$ cat config.mk
export PLATFORM = sky130hd
export DESIGN_NAME = etm_scale_lane
export DESIGN_NICKNAME = d
export VERILOG_FILES = /design/src/sv/euler_trs_matrix_builder_macros.svh /design/src/sv/etm_pkg.sv /design/src/sv/etm_scale_lane.sv
export SDC_FILE = /design/constraint.sdc
export NUM_CORES = 2
export LEC_CHECK = 0
export ABC_AREA = 1
export BUFFER_PORTS_ARGS = -buffer_cell sky130_fd_sc_hd__clkbuf_2
export CORE_MARGIN = 2
export CORE_UTILIZATION = 58
export CTS_CLUSTER_DIAMETER = 30
export DETAILED_ROUTE_END_ITERATION = 7
export PLACE_DENSITY = 0.78
export SKIP_LAST_GASP = 1
export SYNTH_ARGS = -nofsm -noshare
export SYNTH_HDL_FRONTEND = slang
export SYNTH_SLANG_ARGS = --single-unit
$ cat constraint.sdc
create_clock -name clk -period 8.4 [get_ports clk]
set_input_delay 1.68 -clock clk [delete_from_list [all_inputs] [get_ports clk]]
set_output_delay 1.68 -clock clk [all_outputs]
set_load 0.05 [all_outputs]
$ cat src/sv/euler_trs_matrix_builder_macros.svh
// assertion helpers for the matrix builder
`ifndef EULER_TRS_MATRIX_BUILDER_MACROS_SVH
`define EULER_TRS_MATRIX_BUILDER_MACROS_SVH

// same-cycle implication, checked out of reset
`define ETM_ASSERT_NOW(lbl, ante, cons, msg) \
  lbl: assert property (@(posedge clk) disable iff (!rst_n) (ante) |-> (cons)) \
    else $error(msg);

// next-cycle implication, checked out of reset
`define ETM_ASSERT_NEXT(lbl, ante, cons, msg) \
  lbl: assert property (@(posedge clk) disable iff (!rst_n) (ante) |=> (cons)) \
    else $error(msg);

`endif

$ cat src/sv/etm_pkg.sv
`default_nettype none
package etm_pkg;

  localparam int unsigned FULL_TURN          = 23040;
  localparam int unsigned HALF_TURN          = 11520;
  localparam int unsigned QUARTER_TURN       = 5760;
  localparam int unsigned THREE_QUARTER_TURN = 17280;
  localparam longint      CORDIC_GAIN_Q30    = 64'sd652032874;
  localparam int unsigned ZW                 = 26;
  localparam int unsigned IN_W               = 240;
  localparam int unsigned OUT_W              = 384;

  typedef logic signed [15:0] angle_t;
  typedef logic signed [31:0] q16_t;
  typedef logic signed [ZW-1:0] zang_t;

  // atan(2^-i) in degrees * 2^16
  localparam logic [22:0] ATAN_TAB [32] = '{
    23'd2949120, 23'd1740967, 23'd919879, 23'd466945, 23'd234379, 23'd117304,
    23'd58666, 23'd29335, 23'd14668, 23'd7334, 23'd3667, 23'd1833, 23'd917,
    23'd458, 23'd229, 23'd115, 23'd57, 23'd29, 23'd14, 23'd7, 23'd4, 23'd2,
    23'd1, 23'd0, 23'd0, 23'd0, 23'd0, 23'd0, 23'd0, 23'd0, 23'd0, 23'd0
  };

  function automatic zang_t atan_step(input int i);
    zang_t s;
    s = '0;
    if (i < 32) begin
      s = zang_t'({3'b000, ATAN_TAB[i[4:0]]});
    end
    return s;
  endfunction

endpackage
`default_nettype wire

$ cat src/sv/etm_scale_lane.sv
`default_nettype none
module etm_scale_lane #(
  parameter int unsigned EW        = 20,
  parameter int unsigned FRAC_BITS = 16
) (
  input  wire logic                 clk,
  input  wire logic                 en,
  input  wire logic signed [EW-1:0] entry,
  input  wire etm_pkg::q16_t        scale,
  output etm_pkg::q16_t             res_r
);
  import etm_pkg::*;

  localparam int unsigned PW = EW + 33;
  localparam logic signed [PW-1:0] RND = PW'(64'd1 << (FRAC_BITS - 1));

  logic signed [PW-1:0] prod_r;
  logic signed [PW-1:0] rnd;
  logic                 fits;

  always_ff @(posedge clk) begin
    if (en) begin
      prod_r <= PW'(entry * scale);
    end
  end

  always_comb begin
    rnd  = (prod_r + RND) >>> FRAC_BITS;
    fits = (rnd[PW-1:31] == '0) || (rnd[PW-1:31] == '1);
  end

  always_ff @(posedge clk) begin
    if (en) begin
      if (fits) begin
        res_r <= rnd[31:0];
      end else if (rnd[PW-1]) begin
        res_r <= 32'sh8000_0000;
      end else begin
        res_r <= 32'sh7fff_ffff;
      end
    end
  end

endmodule
`default_nettype wire

==> flow_summary_export.csv <==
group,metric,value,unit
drt,vias,21178,
worst_setup_path,critPathCaptureType,"flip-flop",
outcome,status,"finished clean",
worst_setup_path,reg2reg_to,"res_r[1]",
drt,dr.pass1.iters,6,
drt,routed_via_density,5.095,
placed_design,portBuffers,85,
global_routing,grt_pass1_wl,112000,um
placed_design,hpwl,57680,um
worst_setup_path,r2r_setup_slack,5.74,ns
clocking,cts_buffers,9,
layout,layout.nets,4363,
synthesis,synthCells,3497,
min_path,hold_path_startpoint,"prod_r[37]",
clocking,clk_latency,0.34,ns
global_routing,grt_max_degree,70,
synthesis,ys_seq_elements,69,
worst_setup_path,critPathLaunchType,"input port",
clocking,clock-sinks,69,
layout,ff_latch_area,2072,um^2
die,die_w,220.7,um
clocking,cts_buffer_depth,2,
drt,drtAntennaViolNets,0,
clocking,cts.reportedPaths.clkPinSlew,0.05,ns
timing,fin_crit_sh,94.04,%
global_routing,grt_util_all_layers,29.08,%
synthesis,seq_area_frac_synth,7.609,%
drt,first_iter_violations,1532,
timing,period_minus_slack,7.899,ns
clocking,cts_hold_buf,0,
global_routing,overflow,0,
timing,finalSetupViolations,0,
drt,drc,0,
timing,tns,0,ns
min_path,min_path_cells,3,
min_path,min_to,"res_r[21]",
die,die-area,48700,um^2
worst_setup_path,crit_type,"in -> reg",
die,coreArea,46460,um^2
synthesis,synth.net_count,4315,
clocking,cts_resized,0,
die,row_count,79,
timing,slew_viol_final,0,
worst_setup_path,r2r_cells,12,
clocking,cts_tree,"done",
run,maxCapViolations,0,
synthesis,syn_area_per_cell,7.787,um^2
worst_setup_path,critPathArrivalTime,7.94,ns
drt,wl_per_cell,15.77,um
die,die_h,220.7,um
layout,multi_input_area,20520,um^2
die,start_util,58.61,%
worst_setup_path,required,8.44,ns
layout,drive_above_1_share,5.803,%
synthesis,synth_area,27230,um^2
timing,max_slew_margin,40.99,%
timing,skew,0.01067,ns
worst_setup_path,critPathMaxFanout,17,
global_routing,grt_antenna_before_repair,3,
global_routing,grt_pass1_vias,22629,
clocking,cts_root_buf,"clkbuf_16",
layout,n_antenna_cell,0,
clocking,cts_setup_buffers,0,
clocking,htreeDepth,3,
synthesis,synth_cell_type_count,32,
placed_design,gp_congestion,0.9710,
layout,fillers,4132,
drt,wirelength,65560,um
worst_setup_path,r2r-start,"prod_r[15]",
timing,worst_slew_pin_slew,0.8852,ns
timing,rsz0062_at_grt,"false",
die,ios,86,
min_path,hold_class,"reg -> reg",
timing,hold_violations,0,
layout,syn2layout_area_growth,5.937,%
synthesis,yosys_warnings,0,
timing,max_freq,126.6,MHz
## how the worst max path moves through the flow
stage,from,to,slack (ns),cells past startpoint
after floorplan,scale[31],prod_r[51],0.77,24
after detailed placement,entry[5],prod_r[51],0.15,24
after global routing,entry[5],prod_r[51],0.03,24
after CTS,entry[5],prod_r[51],0.48,24
final,entry[7],prod_r[36],0.50,27
after global placement,entry[2],prod_r[42],0.25,24
## registers in the layout, summed over array words and instances, names as in the netlist
signal,count
prod_r,37
res_r,32
## cell usage in the layout (no fill, tap or decap), types with 2 or more instances in the layout
| cell type | instances |
|---|---|
| inv_1 | 1090 |
| nand2_1 | 950 |
| fa_1 | 635 |
| nor2_1 | 186 |
| ha_1 | 129 |
| clkbuf_2 | 84 |
| buf_4 | 74 |
| edfxtp_1 | 69 |
| a21oi_1 | 58 |
| nand3_1 | 55 |
| o21ai_0 | 41 |
| xor2_1 | 34 |
| xnor2_1 | 27 |
| nand4_1 | 17 |
| nor3_1 | 13 |
| or2_2 | 12 |
| clkbuf_16 | 9 |
| buf_12 | 8 |
| a21o_1 | 7 |
| o21bai_1 | 6 |
| nor4_1 | 5 |
| o21a_1 | 4 |
| a31oi_1 | 4 |
| a21boi_0 | 4 |
| nand3_2 | 4 |
| nor2_4 | 4 |
| nor2_2 | 4 |
| clkinv_1 | 4 |
| clkbuf_1 | 3 |
| nand3b_1 | 2 |
| inv_2 | 2 |
| nand2_4 | 2 |
| nand2_2 | 2 |
## through the flow
step / cells / hold WS, ns / area (um^2) / setup slack [ns] / utilization, %
2_1_floorplan: 3497 / 0.6084 / 27230 / 0.7680 / -
3_3_place_gp: 4141 / 0.7056 / 28590 / 0.2486 / 61.55
3_5_place_dp: 4141 / 0.7102 / 28590 / 0.1466 / 61.55
4_1_cts: 4157 / 0.7213 / 28850 / 0.4830 / 62.09
5_1_grt: 4157 / 0.7691 / 28850 / 0.02763 / 62.09
6_report: 4157 / 0.7048 / 28850 / 0.5008 / 62.09
## cell usage after synthesis (all sizes together)
cell type | count | area [um^2]
a21o | 7 | 52.55
nand3 | 59 | 315.3
xnor2 | 27 | 236.5
ha | 129 | 1614
a21boi | 4 | 30.03
nand4 | 17 | 106.4
edfxtp | 69 | 2072
clkbuf | 120 | 450.4
o31ai | 1 | 7.510
o21a | 4 | 30.03
o21bai | 6 | 45.04
buf | 10 | 85.08
nand3b | 2 | 15.01
nor3 | 13 | 65.06
nand2 | 954 | 3601
inv | 1092 | 4099
o21ai | 41 | 205.2
nor2 | 194 | 768.2
a31oi | 4 | 25.02
fa | 635 | 12710
a21oi | 58 | 290.3
or2 | 12 | 75.07
nor4 | 5 | 31.28
xor2 | 34 | 297.8
## cell type report
class                   count  share of cell area, %
clock inverters             4                0.05205
multi-input cells        2206                  71.15
inverters                1092                  14.21
flip-flops and latches     69                  7.183
well taps                 607                  2.633
clock buffers              12                 0.8198
repair buffers            167                  3.956
## critical path, stage by stage
cell and delay, ns:
clkbuf_2 0.32, buf_4 0.28, nand2_1 0.07, inv_1 0.06, fa_1 0.48, inv_1 0.06
fa_1 0.53, inv_1 0.05, fa_1 0.48, fa_1 0.57, fa_1 0.44, fa_1 0.51
inv_1 0.06, fa_1 0.47, inv_1 0.05, ha_1 0.37, nand2_1 0.12, nor2_1 0.20
inv_1 0.09, nor2_1 0.22, inv_1 0.13, nor2_1 0.21, nand2_1 0.08, nand2_1 0.11
nand2_1 0.07, nand3_1 0.07, nand2_1 0.14
## layer usage
| metal | vias up | GRT usage, % | part of all wire [%] |
|---|---|---|---|
| met5 | - | 0 | 0.066 |
| met4 | 6 | 6.044 | 2.1 |
| met3 | 118 | 3.849 | 6.8 |
| met2 | 750 | 50.57 | 49 |
| met1 | 10447 | 39.25 | 42 |
| li1 | 9857 | - | - |
## logic make-up (layout without fill, tap and decap cells)
kind of cell | after synthesis | in the layout | share of synthesized area, %
simple gates | 1256 | 1256 | 18.28
fa+ha+maj | 764 | 764 | 52.61
flops | 69 | 69 | 7.609
compound gates | 125 | 125 | 2.518
xor+xnor | 61 | 61 | 1.962
buf+inv | 1222 | 1275 | 17.02
Power is left out: the tool's default activity adds up to more than one toggle a clock period on the data nets, which glitch-free logic cannot reach.
